===== src/hdl/tga_rle_rgb565_decoder_macros.svh =====
// assertion macros shared by the decoder rtl
`ifndef TGA_RLE_RGB565_DECODER_MACROS_SVH
`define TGA_RLE_RGB565_DECODER_MACROS_SVH

// property checked at every clock edge outside reset
`define TRLE_ASSERT(lbl, clk, rstn, prop, msg) \
  lbl: assert property (@(posedge clk) disable iff (!rstn) prop) else $error(msg);

// consequent checked in the cycle after the antecedent
`define TRLE_ASSERT_NEXT(lbl, clk, rstn, ante, cons, msg) \
  lbl: assert property (@(posedge clk) disable iff (!rstn) (ante) |=> (cons)) else $error(msg);

`endif


===== src/hdl/trle_pkg.sv =====
// types and constants of the targa run-length decoder
package trle_pkg;

  localparam int unsigned ByteW    = 8;
  localparam int unsigned ColorW   = 16;
  localparam int unsigned RunW     = 8;
  localparam int unsigned PixCntW  = 24;
  localparam int unsigned CfgIdxW  = 1;
  localparam int unsigned CfgDataW = 24;

  localparam logic [CfgIdxW-1:0] CfgIdxRleMode     = 1'd0;
  localparam logic [CfgIdxW-1:0] CfgIdxTotalPixels = 1'd1;

  localparam logic                RleModeReset     = 1'b1;
  localparam logic [PixCntW-1:0]  TotalPixelsReset = '0;

  typedef struct packed {
    logic [ColorW-1:0]  pixel_565;
    logic [RunW-1:0]    run_length;
    logic [PixCntW-1:0] start_index;
    logic               image_done;
    logic               overrun;
  } trle_pix_t;

endpackage


===== src/hdl/trle_ifs.sv =====
// handshake channels of the decoder: byte input, run output, register writes
interface trle_byte_if import trle_pkg::*; ();
  logic             valid;
  logic             ready;
  logic [ByteW-1:0] data_byte;

  modport source (output valid, output data_byte, input ready);
  modport sink (input valid, input data_byte, output ready);
endinterface

interface trle_pix_if import trle_pkg::*; ();
  logic               valid;
  logic               ready;
  logic [ColorW-1:0]  pixel_565;
  logic [RunW-1:0]    run_length;
  logic [PixCntW-1:0] start_index;
  logic               image_done;
  logic               overrun;

  modport source (output valid, output pixel_565, output run_length, output start_index,
                  output image_done, output overrun, input ready);
  modport sink (input valid, input pixel_565, input run_length, input start_index,
                input image_done, input overrun, output ready);
endinterface

interface trle_cfg_if import trle_pkg::*; ();
  logic                valid;
  logic                ready;
  logic [CfgIdxW-1:0]  index;
  logic [CfgDataW-1:0] data;

  modport source (output valid, output index, output data, input ready);
  modport sink (input valid, input index, input data, output ready);
endinterface


===== src/hdl/tga_rle_rgb565_decoder.sv =====
// Targa 24-bit run-length pixel decoder with RGB565 run output.
// byte_i carries the pixel-data bytes after the header, one per transfer.
// pix_o gives one transfer per finished pixel or run: color, length,
// first pixel index, end-of-image and overrun flags.
// cfg_i writes register 0 (run-length mode) and register 1 (pixel total);
// write only while no byte is in flight and pix_o holds nothing.
// a transferred byte enters the input register and is decoded into the
// output register, which drives pix_o, once that register is free or taken.
// throughput: one byte per cycle while pix_o is not stalled;
// a triple of three bytes (four with a packet byte) gives one run.
// when pix_o is stalled the pipeline holds and byte_i.ready drops once the
// input register is full; bytes that give no run still wait for the stall.
// reset clears the decode state, selects run-length mode and sets the pixel
// total to zero, so bytes are dropped until a total is written.
// bytes after the last pixel are taken and dropped.
`include "tga_rle_rgb565_decoder_macros.svh"

module tga_rle_rgb565_decoder import trle_pkg::*; (
  input  logic         clk_i,
  input  logic         rst_ni,
  trle_byte_if.sink    byte_i,
  trle_pix_if.source   pix_o,
  trle_cfg_if.sink     cfg_i
);

  logic               rle_mode_q;
  logic [PixCntW-1:0] total_pixels_q;
  logic               in_valid_q;
  logic [ByteW-1:0]   in_byte_q;
  logic               out_valid_q, out_valid_d;
  trle_pix_t          out_q;
  logic               advance;
  logic               res_valid;
  trle_pix_t          res;

  assign advance = in_valid_q && (!out_valid_q || pix_o.ready);
  assign byte_i.ready = !in_valid_q || advance;
  assign cfg_i.ready = 1'b1;

  always_ff @(posedge clk_i or negedge rst_ni) begin
    if (!rst_ni) begin
      rle_mode_q <= RleModeReset;
      total_pixels_q <= TotalPixelsReset;
    end else if (cfg_i.valid) begin
      if (cfg_i.index == CfgIdxRleMode) begin
        rle_mode_q <= cfg_i.data[0];
      end
      if (cfg_i.index == CfgIdxTotalPixels) begin
        total_pixels_q <= cfg_i.data[PixCntW-1:0];
      end
    end
  end

  always_ff @(posedge clk_i or negedge rst_ni) begin
    if (!rst_ni) begin
      in_valid_q <= 1'b0;
    end else if (byte_i.ready) begin
      in_valid_q <= byte_i.valid;
    end
  end

  always_ff @(posedge clk_i) begin
    if (byte_i.valid && byte_i.ready) begin
      in_byte_q <= byte_i.data_byte;
    end
  end

  trle_core u_core (
    .clk_i          (clk_i),
    .rst_ni         (rst_ni),
    .step_i         (advance),
    .data_byte_i    (in_byte_q),
    .rle_mode_i     (rle_mode_q),
    .total_pixels_i (total_pixels_q),
    .res_valid_o    (res_valid),
    .res_o          (res)
  );

  always_comb begin
    out_valid_d = out_valid_q;
    if (advance) begin
      out_valid_d = res_valid;
    end else if (pix_o.ready) begin
      out_valid_d = 1'b0;
    end
  end

  always_ff @(posedge clk_i or negedge rst_ni) begin
    if (!rst_ni) begin
      out_valid_q <= 1'b0;
    end else begin
      out_valid_q <= out_valid_d;
    end
  end

  always_ff @(posedge clk_i) begin
    if (advance && res_valid) begin
      out_q <= res;
    end
  end

  assign pix_o.valid       = out_valid_q;
  assign pix_o.pixel_565   = out_q.pixel_565;
  assign pix_o.run_length  = out_q.run_length;
  assign pix_o.start_index = out_q.start_index;
  assign pix_o.image_done  = out_q.image_done;
  assign pix_o.overrun     = out_q.overrun;

  `TRLE_ASSERT(a_empty_input_ready, clk_i, rst_ni,
    !in_valid_q |-> byte_i.ready, "input register empty but not ready")
  `TRLE_ASSERT_NEXT(a_result_loaded, clk_i, rst_ni,
    advance && res_valid, out_valid_q, "decoded run lost")
  `TRLE_ASSERT_NEXT(a_stall_holds_byte, clk_i, rst_ni,
    in_valid_q && !advance, in_valid_q && $stable(in_byte_q), "held byte dropped")

endmodule


===== src/hdl/trle_core.sv =====
// packet parser and run builder: decode state and one byte step
`include "tga_rle_rgb565_decoder_macros.svh"

module trle_core import trle_pkg::*; (
  input  logic               clk_i,
  input  logic               rst_ni,
  input  logic               step_i,
  input  logic [ByteW-1:0]   data_byte_i,
  input  logic               rle_mode_i,
  input  logic [PixCntW-1:0] total_pixels_i,
  output logic               res_valid_o,
  output trle_pix_t          res_o
);

  localparam logic [1:0] PhPacket = 2'd0;
  localparam logic [1:0] PhBlue   = 2'd1;
  localparam logic [1:0] PhGreen  = 2'd2;
  localparam logic [1:0] PhRed    = 2'd3;

  logic [1:0]         phase_q, phase_d;
  logic               repeat_q, repeat_d;
  logic [RunW-1:0]    left_q, left_d;
  logic [ByteW-1:0]   blue_q, blue_d;
  logic [ByteW-1:0]   green_q, green_d;
  logic [PixCntW-1:0] done_q, done_d;
  logic               finished_q, finished_d;

  logic               active;
  logic [PixCntW-1:0] remaining;
  logic [RunW-1:0]    left_eff, left_next, run;
  logic               over, fin;
  logic [ColorW-1:0]  color;

  assign active    = !finished_q && (done_q < total_pixels_i);
  assign remaining = total_pixels_i - done_q;
  assign left_eff  = (left_q == '0) ? RunW'(1) : left_q;
  assign left_next = left_eff - RunW'(1);
  assign color     = {data_byte_i[7:3], green_q[7:2], blue_q[7:3]};

  always_comb begin
    run = RunW'(1);
    over = 1'b0;
    if (rle_mode_i && repeat_q) begin
      if (PixCntW'(left_eff) > remaining) begin
        run = remaining[RunW-1:0];
        over = 1'b1;
      end else begin
        run = left_eff;
      end
    end else if (rle_mode_i) begin
      over = (remaining == PixCntW'(1)) && (left_next != '0);
    end
  end

  assign fin = (PixCntW'(run) == remaining);

  always_comb begin
    phase_d = phase_q;
    repeat_d = repeat_q;
    left_d = left_q;
    blue_d = blue_q;
    green_d = green_q;
    done_d = done_q;
    finished_d = finished_q;
    res_valid_o = 1'b0;
    res_o = '{pixel_565: color, run_length: run, start_index: done_q,
              image_done: fin, overrun: over};
    if (step_i && active) begin
      case (phase_q)
        PhPacket: begin
          if (rle_mode_i) begin
            repeat_d = data_byte_i[7];
            left_d = {1'b0, data_byte_i[6:0]} + RunW'(1);
            phase_d = PhBlue;
          end else begin
            blue_d = data_byte_i;
            phase_d = PhGreen;
          end
        end
        PhBlue: begin
          blue_d = data_byte_i;
          phase_d = PhGreen;
        end
        PhGreen: begin
          green_d = data_byte_i;
          phase_d = PhRed;
        end
        default: begin
          if (!rle_mode_i) begin
            phase_d = PhPacket;
          end else if (repeat_q) begin
            left_d = '0;
            phase_d = PhPacket;
          end else begin
            left_d = left_next;
            phase_d = (left_next != '0) ? PhBlue : PhPacket;
          end
          done_d = done_q + PixCntW'(run);
          finished_d = fin;
          res_valid_o = 1'b1;
        end
      endcase
    end
  end

  always_ff @(posedge clk_i or negedge rst_ni) begin
    if (!rst_ni) begin
      phase_q <= PhPacket;
      repeat_q <= 1'b0;
      left_q <= '0;
      blue_q <= '0;
      green_q <= '0;
      done_q <= '0;
      finished_q <= 1'b0;
    end else begin
      phase_q <= phase_d;
      repeat_q <= repeat_d;
      left_q <= left_d;
      blue_q <= blue_d;
      green_q <= green_d;
      done_q <= done_d;
      finished_q <= finished_d;
    end
  end

  `TRLE_ASSERT(a_run_nonzero, clk_i, rst_ni,
    res_valid_o |-> (res_o.run_length != '0), "empty run")
  `TRLE_ASSERT(a_quiet_after_end, clk_i, rst_ni,
    finished_q |-> !res_valid_o, "run after image end")
  `TRLE_ASSERT(a_overrun_ends, clk_i, rst_ni,
    (res_valid_o && res_o.overrun) |-> res_o.image_done, "overrun without image end")
  `TRLE_ASSERT_NEXT(a_done_sets_finished, clk_i, rst_ni,
    res_valid_o && res_o.image_done, finished_q, "finish flag not set")

endmodule

===== src/flat_wrapper.sv =====
// flat-port wrapper written by rule: the top's interface ports become plain ports
module tga_rle_rgb565_decoder_flat import trle_pkg::*;
  (clk_i, rst_ni, byte_i_valid, byte_i_data_byte, byte_i_ready, pix_o_valid, pix_o_pixel_565, pix_o_run_length, pix_o_start_index, pix_o_image_done, pix_o_overrun, pix_o_ready, cfg_i_valid, cfg_i_index, cfg_i_data, cfg_i_ready);
  trle_byte_if byte_i_i ();
  trle_pix_if pix_o_i ();
  trle_cfg_if cfg_i_i ();
  input  logic clk_i;
  input  logic rst_ni;
  input wire logic [$bits(byte_i_i.valid)-1:0] byte_i_valid;
  input wire logic [$bits(byte_i_i.data_byte)-1:0] byte_i_data_byte;
  output wire logic [$bits(byte_i_i.ready)-1:0] byte_i_ready;
  output wire logic [$bits(pix_o_i.valid)-1:0] pix_o_valid;
  output wire logic [$bits(pix_o_i.pixel_565)-1:0] pix_o_pixel_565;
  output wire logic [$bits(pix_o_i.run_length)-1:0] pix_o_run_length;
  output wire logic [$bits(pix_o_i.start_index)-1:0] pix_o_start_index;
  output wire logic [$bits(pix_o_i.image_done)-1:0] pix_o_image_done;
  output wire logic [$bits(pix_o_i.overrun)-1:0] pix_o_overrun;
  input wire logic [$bits(pix_o_i.ready)-1:0] pix_o_ready;
  input wire logic [$bits(cfg_i_i.valid)-1:0] cfg_i_valid;
  input wire logic [$bits(cfg_i_i.index)-1:0] cfg_i_index;
  input wire logic [$bits(cfg_i_i.data)-1:0] cfg_i_data;
  output wire logic [$bits(cfg_i_i.ready)-1:0] cfg_i_ready;
  assign byte_i_i.valid = byte_i_valid;
  assign byte_i_i.data_byte = byte_i_data_byte;
  assign byte_i_ready = byte_i_i.ready;
  assign pix_o_valid = pix_o_i.valid;
  assign pix_o_pixel_565 = pix_o_i.pixel_565;
  assign pix_o_run_length = pix_o_i.run_length;
  assign pix_o_start_index = pix_o_i.start_index;
  assign pix_o_image_done = pix_o_i.image_done;
  assign pix_o_overrun = pix_o_i.overrun;
  assign pix_o_i.ready = pix_o_ready;
  assign cfg_i_i.valid = cfg_i_valid;
  assign cfg_i_i.index = cfg_i_index;
  assign cfg_i_i.data = cfg_i_data;
  assign cfg_i_ready = cfg_i_i.ready;
  tga_rle_rgb565_decoder u_core (.clk_i(clk_i), .rst_ni(rst_ni), .byte_i(byte_i_i), .pix_o(pix_o_i), .cfg_i(cfg_i_i));
endmodule

===== config.mk =====
export PLATFORM = sky130hd
export DESIGN_NAME = tga_rle_rgb565_decoder_flat
export DESIGN_NICKNAME = d
export VERILOG_FILES = /design/src/hdl/trle_pkg.sv /design/src/hdl/trle_ifs.sv /design/src/hdl/tga_rle_rgb565_decoder.sv /design/src/hdl/trle_core.sv /design/src/flat_wrapper.sv
export VERILOG_INCLUDE_DIRS = /design/src /design/src/hdl
export SDC_FILE = /design/constraint.sdc
export NUM_CORES = 1
export LEC_CHECK = 0
export ABC_CLOCK_PERIOD_IN_PS = 7000
export BUFFER_PORTS_ARGS = -buffer_cell sky130_fd_sc_hd__buf_2
export CAP_MARGIN = 20
export CORE_MARGIN = 1
export CORE_UTILIZATION = 55
export CTS_CLUSTER_DIAMETER = 200
export DETAILED_ROUTE_END_ITERATION = 10
export HOLD_SLACK_MARGIN = 0.02
export PLACE_DENSITY = 0.76
export SKIP_LAST_GASP = 1
export SYNTH_ARGS = -nofsm -noshare
export SYNTH_HDL_FRONTEND = slang
export SYNTH_HIERARCHICAL = 1
export SYNTH_SLANG_ARGS = --single-unit

===== constraint.sdc =====
create_clock -name clk_i -period 7 [get_ports clk_i]
set_input_delay 0.35 -clock clk_i [delete_from_list [all_inputs] [get_ports clk_i]]
set_output_delay 0.35 -clock clk_i [all_outputs]
set_load 0.005 [all_outputs]

==> impl_table.tex, run 1 <==
\begin{tabular}{lr}
\hline
Metric & Value \\
\hline
\multicolumn{2}{l}{\textbf{Outcome}} \\
\quad Run status & complete, no violations \\
\multicolumn{2}{l}{\textbf{Logic synthesis}} \\
\quad Share of the yosys chip area belonging to registers & 0.469 \\
\quad Post-synthesis cell count & 709 \\
\quad Post-synthesis cell type count & 76 \\
\quad Ys async rst share & 0.561 \\
\quad Number of enable flip-flop cells after synthesis & 58 \\
\quad Yosys synthesis warning count & 6 \\
\quad Flip-flop and latch count after synthesis & 132 \\
\quad Total nets after synthesis & a little under 800 \\
\quad Avg Cell Area, Syn & between 10 and 15 sq um \\
\quad Post-synth design cell area & between 0.007 and 0.008 sq mm \\
\quad Top FF cell, synth & dfrtp\_1 \\
\multicolumn{2}{l}{\textbf{Critical path}} \\
\quad Critical path peak fanout & 6 \\
\quad Data required, critical path & $\sim$7300 ps \\
\quad Register-to-Register Path Depth & 26 \\
\quad Crit end category & register \\
\quad Critical path launch point type & register \\
\quad FF-to-FF Start & u\_core/u\_core/done\_q[1] \\
\quad Worst setup path startpoint & u\_core/u\_core/done\_q[1] \\
\quad Data arrival time of the critical path & between 6000 and 7000 ps \\
\quad R2R Path End & u\_core/u\_core/done\_q[22] \\
\quad Worst setup path class & reg2reg \\
\quad Setup slack on the worst flop-to-flop path & around 500 ps \\
\quad CP endpoint & u\_core/u\_core/done\_q[22] \\
\multicolumn{2}{l}{\textbf{Clocking}} \\
\quad Post-CTS setup buffer count & 0 \\
\quad TritonCTS clock tree & built \\
\quad H-tree levels & 4 \\
\quad Root Driver & clkbuf\_16 \\
\quad Clock latency at the later pin of the worst-skew pair & about 420 ps \\
\quad Post-cts sizing count & 0 \\
\quad Hold buffer count at cts & 0 \\
\quad Clock buffer depth & 2 \\
\quad Number of clock sinks & between 100 and 150 \\
\quad Clock slew at the register clock pins of the worst setup and hold paths & around 60 ps \\
\quad CTS Buf Count & 17 \\
\multicolumn{2}{l}{\textbf{STA}} \\
\quad TNS Setup & 0 ps \\
\quad Hold Worst Slack & $\sim$100 ps \\
\quad Minimum clock period & roughly 6500 ps \\
\quad Final setup vio count & 0 \\
\quad Worst max-slew margin expressed relative to the limit & 0.349 \\
\quad Hold Violations, Final & 0 \\
\quad Highest clock rate & around 150 MHz \\
\quad Slew Limit Fails & 0 \\
\quad Skew final & about 7.9 ps \\
\quad RSZ-0062 raised after global routing & yes \\
\quad Period utilisation layout & 0.931 \\
\quad Worst Max-Slew Pin Slew & $\sim$980 ps \\
\multicolumn{2}{l}{\textbf{Final layout}} \\
\quad Count of inserted antenna diode cells & 0 \\
\quad Number of filler instances in the final layout & about 1.0k \\
\quad Final core area utilization & 0.652 \\
\quad Commonest non-fill, non-tap cell in the layout & buf\_2 \\
\quad Highest-count cells in the layout ignoring fill and taps & 89 x buf\_2, 73 x dfrtp\_1, 58 x edfxtp\_1 \\
\quad Share of final-layout standard cells stronger than drive strength 1 & 0.229 \\
\quad Post-synthesis to final-layout area growth & 14.1\% \\
\quad Final nets & 872 \\
\multicolumn{2}{l}{\textbf{Drt}} \\
\quad Via-to-Cell Ratio & 5.99 \\
\quad Total vias in the final route & a little under 6k \\
\quad Remaining number of nets flagged by the antenna check after routing & 0 \\
\quad Wire length after detailed routing & between 15 and 20 mm \\
\quad Drt wl/cell & around 18 um \\
\quad \# DRC & 0 \\
\quad 1st-iter DRT viols & 420 \\
\quad Total iterations of the first detailed-routing run & 7 \\
\multicolumn{2}{l}{\textbf{Placement}} \\
\quad Final estimated routing congestion in global placement & 0.904 \\
\quad Count of buffers inserted at the top-level ports & 89 \\
\quad Post-DP HPWL & around 13 mm \\
\multicolumn{2}{l}{\textbf{GRT}} \\
\quad Remaining Overflow, GRT & 0 \\
\quad Pin count of the biggest net entering global routing & 75 \\
\quad Global-route wire length before repair & 27.9 mm \\
\quad Number of global-route vias before repair & roughly 5.5k \\
\quad Number of antenna violations at the first check in global routing & 0 \\
\quad Total GRT Usage & 0.252 \\
\multicolumn{2}{l}{\textbf{Power and ir drop}} \\
\quad Maximum VDD drop & roughly 0.19 mV \\
\quad Sw Share & 0.279 \\
\quad Relative contribution of the clock network to total power & 0.419 \\
\quad Part of the total power dissipated in combinational logic & 0.158 \\
\quad Ratio of total power to cell area & roughly 230 mW/mm\^{}2 \\
\quad Switching component of the power & $\sim$0.57 mW \\
\quad Cell internal power dissipation & 1.47 mW \\
\quad Sequential fraction of design power & 0.423 \\
\quad Leakage & 3.85 nW \\
\multicolumn{2}{l}{\textbf{Floorplanning}} \\
\quad Standard-cell rows & 42 \\
\quad Core ar. & about 0.013 sq mm \\
\quad Initial core utilization & 0.572 \\
\quad I/O pin total & 91 \\
\quad Total die area & between 0.01 and 0.015 sq mm \\
\quad Chip width & approximately 120 um \\
\quad Die extent in y & roughly 120 um \\
\multicolumn{2}{l}{\textbf{Job}} \\
\quad Max\_cap viols & 0 \\
\multicolumn{2}{l}{\textbf{Hold path}} \\
\quad Hold/Removal Path Class & in2reg \\
\hline
\end{tabular}
==> Yosys cell counts (all sizes together) (9+ instances only) <==
library cell	n	share of area
nand3	11	0.0072
edfxtp	58	0.23
a21oi	41	0.030
ha	47	0.077
dfrtp	73	0.24
nand4	10	0.0082
clkbuf	22	0.011
nor3	14	0.0091
buf	13	0.014
nand2	50	0.025
nor2	45	0.022
xnor2	32	0.037
and2	9	0.0073
o31ai	9	0.011
inv	50	0.024
a21o	10	0.0098
mux2	39	0.067
o21ai	49	0.032
==> state kept, by name (all words and copies together) (netlist names), 2 cells and up <==
register / flops
u_core/in_byte_q: 8
u_core/u_core/green_q: 6
u_core/pix_o.start_index: 24
u_core/pix_o.pixel_565: 16
u_core/u_core/phase_q: 2
u_core/u_core/done_q: 24
u_core/pix_o.run_length: 8
u_core/u_core/blue_q: 5
u_core/u_core/left_q: 8
u_core/total_pixels_q: 24
==> through the flow <==
stage	cell area, sq um	cells	setup WS [ps]	total power [mW]
finish	8740	974	486	2.03
global route	8740	974	-13.0	2.12
CTS	8740	974	612	2.05
detailed placement	8160	942	708	1.19
global placement	8160	942	917	1.19
floorplan	7660	709	1600	1.11
==> cell families after synthesis <==
group,Yosys count,share of synthesized area
and+or+nand+nor,186,0.124
AOI/OAI and AO/OA,177,0.162
DFF,132,0.469
buffers and inverters,85,0.0496
adders and majority gates,49,0.0820
muxes,42,0.0710
xor gates and xnor gates,37,0.0423
other,1,0.000489
==> metal layers <==
metal	GRT usage	part of all wire	vias to the layer above
met5	0	0	-
met3	0.0499	0.052	34
met4	0.101	0.021	0
met2	0.388	0.45	176
li1	-	-	2752
met1	0.350	0.47	2872
==> power groups by stage <==
stage	logic (mW)	registers, mW	clock network, mW
finish	0.322	0.860	0.852
global placement	0.313	0.874	0
global route	0.355	0.863	0.899
detailed placement	0.317	0.875	0
CTS	0.319	0.860	0.867
floorplan	0.245	0.866	0
==> worst max-delay path, cell delays in order (launching register included) <==
cell and delay (ps):
dfrtp_1 440, inv_1 120, ha_1 290, nor2b_1 160
o31ai_4 280, a21o_1 270, a21oi_1 110, xnor2_1 390
ha_1 330, and3_1 160, nand4_1 90, nand2_1 140
or4_1 500, o211a_1 240, a31oi_1 210, ha_1 220
inv_1 60, fa_1 400, nor2b_1 140, o21ai_0 120
a21oi_1 190, o21ai_0 120, a21boi_0 240, o21ai_0 250
a211o_1 440, nor4_1 320, xnor2_1 170
==> cell type report <==
class	instances	area, sq um	area share
Clock buffer	17	425	0.0487
Sequential cell	132	3590	0.411
Clock inverter	15	146	0.0167
Tap cell	176	220	0.0252
Multi-Input combinational cell	492	3700	0.423
Inverter	50	188	0.0215
Timing Repair Buffer	92	468	0.0535
==> worst min-delay path by stage <==
stage	from	end	slack (ps)	cells after the start
detailed placement	u_core/u_core/blue_q[3]	u_core/pix_o.pixel_565[0]	430	0
finish	byte_i_data_byte[7]	u_core/in_byte_q[7]	100	1
global placement	u_core/u_core/green_q[4]	u_core/pix_o.pixel_565[7]	420	0
global route	byte_i_data_byte[7]	u_core/in_byte_q[7]	80	1
floorplan	rst_ni	u_core/in_valid_q	50	0
CTS	byte_i_data_byte[7]	u_core/in_byte_q[7]	90	1
No activity file was read; power rests on OpenSTA's default activity.
==> run 2, diff against run 1 <==
ABC_CLOCK_PERIOD_IN_PS = 8200   (was 7000)
clock period = 8.2 ns   (was 7 ns; I/O delays follow)
==> impl_table.tex, run 2 (synthesis gave the netlist of run 1 again) <==
\begin{tabular}{lr}
\hline
Metric & Value \\
\hline
\multicolumn{2}{l}{\textbf{Outcome}} \\
\quad Run status & complete, no violations \\
\multicolumn{2}{l}{\textbf{Hold path}} \\
\quad Number of cells on the worst hold path & 1 (unchanged) \\
\quad Hold endpoint & u\_core/in\_byte\_q[3] \\
\quad Hold/Removal Path Class & in2reg \\
\quad Worst hold path startpoint & byte\_i\_data\_byte[3] \\
\multicolumn{2}{l}{\textbf{Floorplanning}} \\
\quad Die extent in y & 120 um (unchanged) \\
\quad Total die area & 0.0144 sq mm (unchanged) \\
\quad Chip width & 120 um (unchanged) \\
\quad Standard-cell rows & 42 (unchanged) \\
\quad Core ar. & 0.0134 sq mm (unchanged) \\
\quad I/O pin total & 91 (unchanged) \\
\quad Initial core utilization & 0.572 (unchanged) \\
\multicolumn{2}{l}{\textbf{Final layout}} \\
\quad Highest-count cells in the layout ignoring fill and taps & 89 x buf\_2, 73 x dfrtp\_1, 58 x edfxtp\_1 \\
\quad Count of placed standard cells in the final layout, fillers left out & 973 (-0.10\%) \\
\quad Post-synthesis to final-layout area growth & 14.6\% \\
\quad Final nets & 871 (-0.11\%) \\
\quad Final core area utilization & 0.655 (+0.00299) \\
\quad Share of final-layout standard cells stronger than drive strength 1 & 0.223 (-0.00599) \\
\quad Count of inserted antenna diode cells & 0 (unchanged) \\
\quad Commonest non-fill, non-tap cell in the layout & buf\_2 \\
\multicolumn{2}{l}{\textbf{Clocking}} \\
\quad Post-cts sizing count & 0 (unchanged) \\
\quad H-tree levels & 4 (unchanged) \\
\quad Clock latency at the later pin of the worst-skew pair & 420 ps (about the same) \\
\quad Number of clock sinks & 132 (unchanged) \\
\quad Hold buffer count at cts & 0 (unchanged) \\
\quad Root Driver & clkbuf\_16 \\
\quad Post-CTS setup buffer count & 0 (unchanged) \\
\quad Clock buffer depth & 2 (unchanged) \\
\quad CTS Buf Count & 17 (unchanged) \\
\quad Clock slew at the register clock pins of the worst setup and hold paths & 60 ps (about the same) \\
\quad TritonCTS clock tree & built \\
\multicolumn{2}{l}{\textbf{STA}} \\
\quad Skew final & 10.3 ps (+2.36 ps) \\
\quad Highest clock rate & 147 MHz (-4.1\%) \\
\quad Final setup vio count & 0 (unchanged) \\
\quad TNS Setup & 0 ps (unchanged) \\
\quad Worst Max-Slew Pin Slew & 1040 ps (+65.6 ps) \\
\quad Period utilisation layout & 0.828 (-0.102) \\
\quad Worst max-slew margin expressed relative to the limit & 0.296 (-0.0526) \\
\quad Minimum clock period & 6790 ps (+277 ps) \\
\quad RSZ-0062 raised after global routing & no \\
\quad Hold Violations, Final & 0 (unchanged) \\
\quad Slew Limit Fails & 0 (unchanged) \\
\multicolumn{2}{l}{\textbf{Power and ir drop}} \\
\quad Maximum VDD drop & 0.191 mV (+1.8\%) \\
\quad Ratio of total power to cell area & 205 mW/mm\^{}2 (-12\%) \\
\quad Overall power after layout & 1.80 mW (-11\%) \\
\quad Leakage & 3.89 nW (+0.89\%) \\
\multicolumn{2}{l}{\textbf{Placement}} \\
\quad Count of buffers inserted at the top-level ports & 89 (unchanged) \\
\quad Post-DP HPWL & 13.1 mm (+1.3\%) \\
\quad Post-placement cell count & 941 (-0.11\%) \\
\quad Final estimated routing congestion in global placement & 0.914 (+1.2\%) \\
\multicolumn{2}{l}{\textbf{GRT}} \\
\quad Number of antenna violations at the first check in global routing & 0 (unchanged) \\
\quad Global-route wire length before repair & 28.3 mm (+1.1\%) \\
\quad Pin count of the biggest net entering global routing & 75 (unchanged) \\
\quad Total GRT Usage & 0.255 (+0.00258) \\
\quad Remaining Overflow, GRT & 0 (unchanged) \\
\quad Number of global-route vias before repair & 5547 (+0.38\%) \\
\multicolumn{2}{l}{\textbf{Drt}} \\
\quad \# DRC & 0 (unchanged) \\
\quad Total iterations of the first detailed-routing run & 5 (-2) \\
\quad 1st-iter DRT viols & 373 (-11\%) \\
\quad Remaining number of nets flagged by the antenna check after routing & 0 (unchanged) \\
\quad Drt wl/cell & 18.1 um (+0.11\%) \\
\quad Via-to-Cell Ratio & 5.89 (-1.6\%) \\
\quad Total vias in the final route & 5734 (-1.7\%) \\
\quad Wire length after detailed routing & 17.6 mm (about the same) \\
\multicolumn{2}{l}{\textbf{Critical path}} \\
\quad Data arrival time of the critical path & 7130 ps (+280 ps) \\
\quad Critical path peak fanout & 6 (unchanged) \\
\quad Crit path buf inv count & 2 (unchanged) \\
\quad Register-to-Register Path Depth & 26 (unchanged) \\
\quad Crit end category & register \\
\quad Highest cell delay on the worst timing path & 750 ps (+250 ps) \\
\quad Data required, critical path & 8540 ps (+1200 ps) \\
\quad Largest delay contributor family on the critical path & compound AO/OA/AOI/OAI gates \\
\quad Worst setup path class & reg2reg \\
\quad Setup slack on the worst flop-to-flop path & 1410 ps (+920 ps) \\
\quad Library cell contributing the largest single delay on the critical path & a211oi\_1 \\
\quad Critical path launch point type & register \\
\quad FF-to-FF Start & u\_core/u\_core/done\_q[1] \\
\quad R2R Path End & u\_core/u\_core/done\_q[20] \\
\multicolumn{2}{l}{\textbf{Job}} \\
\quad Max\_cap viols & 0 (unchanged) \\
\hline
\end{tabular}
==> run 2: how the worst max path moves through the flow <==
stage	slack [ps]	endpoint	start	cells past startpoint
after floorplan	2800	u_core/u_core/done_q[22]	u_core/u_core/done_q[0]	25
final	1410	u_core/u_core/done_q[20]	u_core/u_core/done_q[1]	26
after global placement	1620	u_core/u_core/done_q[20]	u_core/u_core/done_q[1]	26
after detailed placement	1560	u_core/u_core/done_q[20]	u_core/u_core/done_q[1]	26
after global routing	1050	u_core/u_core/done_q[12]	u_core/u_core/done_q[1]	26
after CTS	1540	u_core/u_core/done_q[20]	u_core/u_core/done_q[1]	26
==> run 2: power breakdown <==
| part | switching, mW | leakage, nW | internal, mW | total, mW |
|---|---|---|---|---|
| Clock | 0.280 | 0.295 | 0.515 | 0.795 |
| Combinational | 0.160 | 2.21 | 0.114 | 0.274 |
| Sequential | 0.0218 | 1.38 | 0.714 | 0.735 |
| Total | 0.461 | 3.89 | 1.34 | 1.80 |
==> run 2: final cells by class <==
| type | instances | area, sq um |
|---|---|---|
| Clock inverter | 13 | 181 |
| Clock buffer | 19 | 443 |
| Timing Repair Buffer | 91 | 460 |
| Multi-Input combinational cell | 492 | 3690 |
| Fill cell | 1072 | 4620 |
| Tap cell | 176 | 220 |
| Inverter | 50 | 188 |
| Sequential cell | 132 | 3590 |
==> run 2: stage by stage <==
stage	setup slack (ps)	area (sq um)	hold slack, ps
6_report	1410	8780	163
5_1_grt	1050	8780	146
4_1_cts	1540	8780	146
3_5_place_dp	1560	8160	429
3_3_place_gp	1620	8160	424
2_1_floorplan	2800	7660	114
==> run 2: metal layers <==
metal	vias up	GRT usage	wire length [um]
met2	199	0.399	8150
met3	19	0.0537	979
met1	2775	0.355	8230
li1	2741	-	-
met4	0	0.0781	221
met5	-	0	0
==> run 2: worst register-to-register path, cell delays in order, from the launching register on <==
cell and delay, ps:
dfrtp_1 460, inv_1 120, ha_1 290, nor2b_1 170, o31ai_4 250, a21o_1 280, a21oi_1 120, xnor2_1 450
ha_1 350, and3_1 170, nand4_1 90, nand2_1 160, or4_1 520, o211a_1 240, a31oi_1 190, ha_1 230
inv_1 60, fa_1 410, nor2b_1 120, o21ai_0 120, a21oi_1 200, o21ai_0 130, a21boi_0 260, o21ai_0 190
a211oi_1 750, and3b_1 270, xnor2_1 120
==> run 3, diff against run 2 <==
ABC_AREA = 1   (was unset)
ABC_CLOCK_PERIOD_IN_PS = 6000   (was 8200)
CORE_UTILIZATION = 54   (was 55)
PLACE_DENSITY = 0.77   (was 0.76)
clock period = 6 ns   (was 8.2 ns; I/O delays follow)
==> impl_table.tex, run 3 <==
\begin{tabular}{lr}
\hline
Metric & Value \\
\hline
\multicolumn{2}{l}{\textbf{STA}} \\
\quad Skew final & 7.14 ps (-3.14 ps) \\
\quad Highest clock rate & 181 MHz (+23\%) \\
\quad Slew Limit Fails & 0 (unchanged) \\
\quad Hold Violations, Final & 0 (unchanged) \\
\quad Worst Max-Slew Pin Slew & 972 ps (-69.8 ps) \\
\quad Period utilisation layout & 0.919 (+0.0909) \\
\quad Final setup vio count & 0 (unchanged) \\
\quad RSZ-0062 raised after global routing & no \\
\quad TNS Setup & 0 ps (unchanged) \\
\quad Minimum clock period & 5510 ps (-1280 ps) \\
\quad Worst setup margin & 486 ps (-924 ps) \\
\quad Worst max-slew margin expressed relative to the limit & 0.352 (+0.0554) \\
\multicolumn{2}{l}{\textbf{GRT}} \\
\quad Total GRT Usage & 0.260 (+0.00542) \\
\quad Number of antenna violations at the first check in global routing & 0 (unchanged) \\
\quad Remaining Overflow, GRT & 0 (unchanged) \\
\quad Pin count of the biggest net entering global routing & 75 (unchanged) \\
\quad Number of global-route vias before repair & 6392 (+15\%) \\
\quad Global-route wire length before repair & 31.7 mm (+12\%) \\
\multicolumn{2}{l}{\textbf{Placement}} \\
\quad Post-place setup slack & 409 ps (-1150 ps) \\
\quad Count of buffers inserted at the top-level ports & 89 (unchanged) \\
\quad Post-DP HPWL & 14.4 mm (+10\%) \\
\quad Final estimated routing congestion in global placement & 0.936 (+2.4\%) \\
\multicolumn{2}{l}{\textbf{Logic synthesis}} \\
\quad Share of the yosys chip area belonging to registers & 0.443 (-0.0266) \\
\quad Xor/xnor cell area share of the yosys netlist & 0.0367 (-0.00563) \\
\quad Yosys synthesis warning count & 6 (unchanged) \\
\quad Post-synth design cell area & 0.00812 sq mm (+6.0\%) \\
\quad Number of enable flip-flop cells after synthesis & 58 (unchanged) \\
\quad Share of Yosys cell area claimed by the top area cell type & 0.225 (-0.0135) \\
\quad Leading post-synthesis cells by instance count & 308 x nand2\_1, 154 x inv\_1, 73 x dfrtp\_1 \\
\quad Avg Cell Area, Syn & 8.09 sq um (-25\%) \\
\quad Total nets after synthesis & 1091 (+37\%) \\
\quad Flip-flop and latch count after synthesis & 132 (unchanged) \\
\quad Synthesized-area fraction occupied by adder cells & 0.0773 (-0.00465) \\
\quad Post-Synth Simple-Gate Area & 0.279 (+0.155) \\
\quad Post-synthesis cell type count & 50 (-34\%) \\
\quad Top FF cell, synth & dfrtp\_1 \\
\quad Cell taking the most area after synthesis & dfrtp\_1 \\
\quad Most common cell in the netlist & nand2\_1 \\
\quad Post-synthesis cell count & 1004 (+42\%) \\
\quad Dominant combinational cell family by area after synthesis & simple AND/OR/NAND/NOR gates \\
\quad Ys async rst share & 0.561 (unchanged) \\
\quad Area contributors post-synth & dfrtp\_1 22\%, edfxtp\_1 21\%, nand2\_1 14\% \\
\quad Multiplexer share of the synthesized area & 0.00277 (-0.0683) \\
\quad Share of the synthesized area in compound gates (AO/OA/AOI/OAI) & 0.0589 (-0.103) \\
\multicolumn{2}{l}{\textbf{Clocking}} \\
\quad Clock slew at the register clock pins of the worst setup and hold paths & 60 ps (about the same) \\
\quad CTS Buf Count & 17 (unchanged) \\
\quad Clock buffer depth & 2 (unchanged) \\
\quad Root Driver & clkbuf\_16 \\
\quad Clock latency at the later pin of the worst-skew pair & 420 ps (about the same) \\
\quad TritonCTS clock tree & built \\
\quad H-tree levels & 4 (unchanged) \\
\quad Number of clock sinks & 132 (unchanged) \\
\multicolumn{2}{l}{\textbf{Critical path}} \\
\quad Highest cell delay on the worst timing path & 440 ps (-310 ps) \\
\quad Library cell contributing the largest single delay on the critical path & fa\_1 \\
\quad Critical path peak fanout & 18 (+12) \\
\quad Crit end category & register \\
\quad Data arrival time of the critical path & 5820 ps (-1310 ps) \\
\quad Critical path launch point type & register \\
\quad Cell occurring most often along the worst timing path & nand2\_1 \\
\quad Data required, critical path & 6310 ps (-2230 ps) \\
\quad Worst setup path class & reg2reg \\
\multicolumn{2}{l}{\textbf{Floorplanning}} \\
\quad Standard-cell rows & 44 (+4.8\%) \\
\quad Die extent in y & 125 um (+3.8\%) \\
\quad Total die area & 0.0155 sq mm (+7.8\%) \\
\quad Chip width & 125 um (+3.8\%) \\
\quad Initial core utilization & 0.557 (-0.0150) \\
\quad Core ar. & 0.0146 sq mm (+8.9\%) \\
\quad I/O pin total & 91 (unchanged) \\
\multicolumn{2}{l}{\textbf{Drt}} \\
\quad Total iterations of the first detailed-routing run & 5 (unchanged) \\
\quad Total vias in the final route & 6803 (+19\%) \\
\quad Remaining number of nets flagged by the antenna check after routing & 0 (unchanged) \\
\quad Via-to-Cell Ratio & 5.31 (-10\%) \\
\quad Drt wl/cell & 15.2 um (-16\%) \\
\quad 1st-iter DRT viols & 704 (+89\%) \\
\quad Wire length after detailed routing & 19.5 mm (+11\%) \\
\quad \# DRC & 0 (unchanged) \\
\multicolumn{2}{l}{\textbf{Final layout}} \\
\quad Share of final-layout standard cells stronger than drive strength 1 & 0.174 (-0.0494) \\
\quad Post-synthesis to final-layout area growth & 13.8\% \\
\quad Final nets & 1172 (+35\%) \\
\quad Count of inserted antenna diode cells & 0 (unchanged) \\
\quad Highest-count cells in the layout ignoring fill and taps & 307 x nand2\_1, 154 x inv\_1, 88 x buf\_2 \\
\quad Final core area utilization & 0.634 (-0.0217) \\
\quad Commonest non-fill, non-tap cell in the layout & nand2\_1 \\
\multicolumn{2}{l}{\textbf{Job}} \\
\quad Max\_cap viols & 0 (unchanged) \\
\multicolumn{2}{l}{\textbf{Hold path}} \\
\quad Hold/Removal Path Class & in2async \\
\multicolumn{2}{l}{\textbf{Outcome}} \\
\quad Run status & complete, no violations \\
\multicolumn{2}{l}{\textbf{Power and ir drop}} \\
\quad Ratio of total power to cell area & 268 mW/mm\^{}2 (+30\%) \\
\quad Leakage & 4.71 nW (+21\%) \\
\quad Maximum VDD drop & 0.211 mV (+11\%) \\
\hline
\end{tabular}
[run 3: kinds of logic (layout without fill, tap and decap cells)]
family | after synthesis | count (layout)
other cells | 1 | 1
compound gates | 86 | 86
fa+ha+maj | 49 | 49
flops | 132 | 132
buf+inv | 196 | 290
simple gates | 504 | 504
xor+xnor | 34 | 34
mux | 2 | 2
[run 3: where the power goes]
part           internal, mW  switching, mW
sequential            0.969         0.0205
combinational         0.138          0.274
clock                 0.660          0.415
total                  1.77          0.709
[run 3: metal layers]
metal  global-route usage  vias to the layer above  wire (um)
met5                    0                        -          0
met4                0.111                        0        535
met3               0.0477                       42       1110
met2                0.425                      265       9240
met1                0.340                     3127       8620
li1                     -                     3369          -
[run 3: stage by stage]
step	power (mW)	instance area, sq um	hold WS [ps]	instances
6_report	2.48	9240	25.9	1282
5_1_grt	2.59	9240	44.2	1282
4_1_cts	2.48	9230	37.3	1282
3_5_place_dp	1.41	8620	435	1250
3_3_place_gp	1.40	8620	437	1250
2_1_floorplan	1.31	8120	4.41	1004
[run 3: what timing repair did]
action	CTS	global route
buffers inserted	0	0
hold buffers	0	0
endpoints found under the setup margin	0	5
resized for setup	0	4
[run 3: layout make-up]
type	instances	area, sq um
Clock inverter	14	179
Inverter	167	634
Multi-Input combinational cell	676	3710
Fill cell	1224	5350
Timing Repair Buffer	91	463
Clock buffer	18	429
Sequential cell	132	3600
Tap cell	184	230
[run 3: path summary, 6_finish.rpt]
| check | endpoint | slack, ps | cells after the start | startpoint |
|---|---|---|---|---|
| min in group clk_i | u_core/in_byte_q[4] | 50 | 1 | byte_i_data_byte[4] |
| max in group asynchronous | u_core/u_core/done_q[1] | 5320 | 1 | rst_ni |
| hold reg to reg | u_core/pix_o.pixel_565[10] | 450 | 0 | u_core/u_core/green_q[7] |
| setup reg to reg | u_core/u_core/done_q[20] | 490 | 33 | u_core/u_core/done_q[2] |
| setup / recovery | u_core/u_core/done_q[20] | 490 | 33 | u_core/u_core/done_q[2] |
| hold / removal | u_core/total_pixels_q[9] | 30 | 1 | rst_ni |
[run 3: critical path, delay by kind of cell, from the launching register on]
kind,cells,cell delay (ps)
AO/OA/AOI/OAI,4,830
XOR/XNOR,2,390
adder cells (fa/ha/maj),4,1330
buffers and inverters,6,430
flip-flops,1,400
AND/OR/NAND/NOR,17,2020
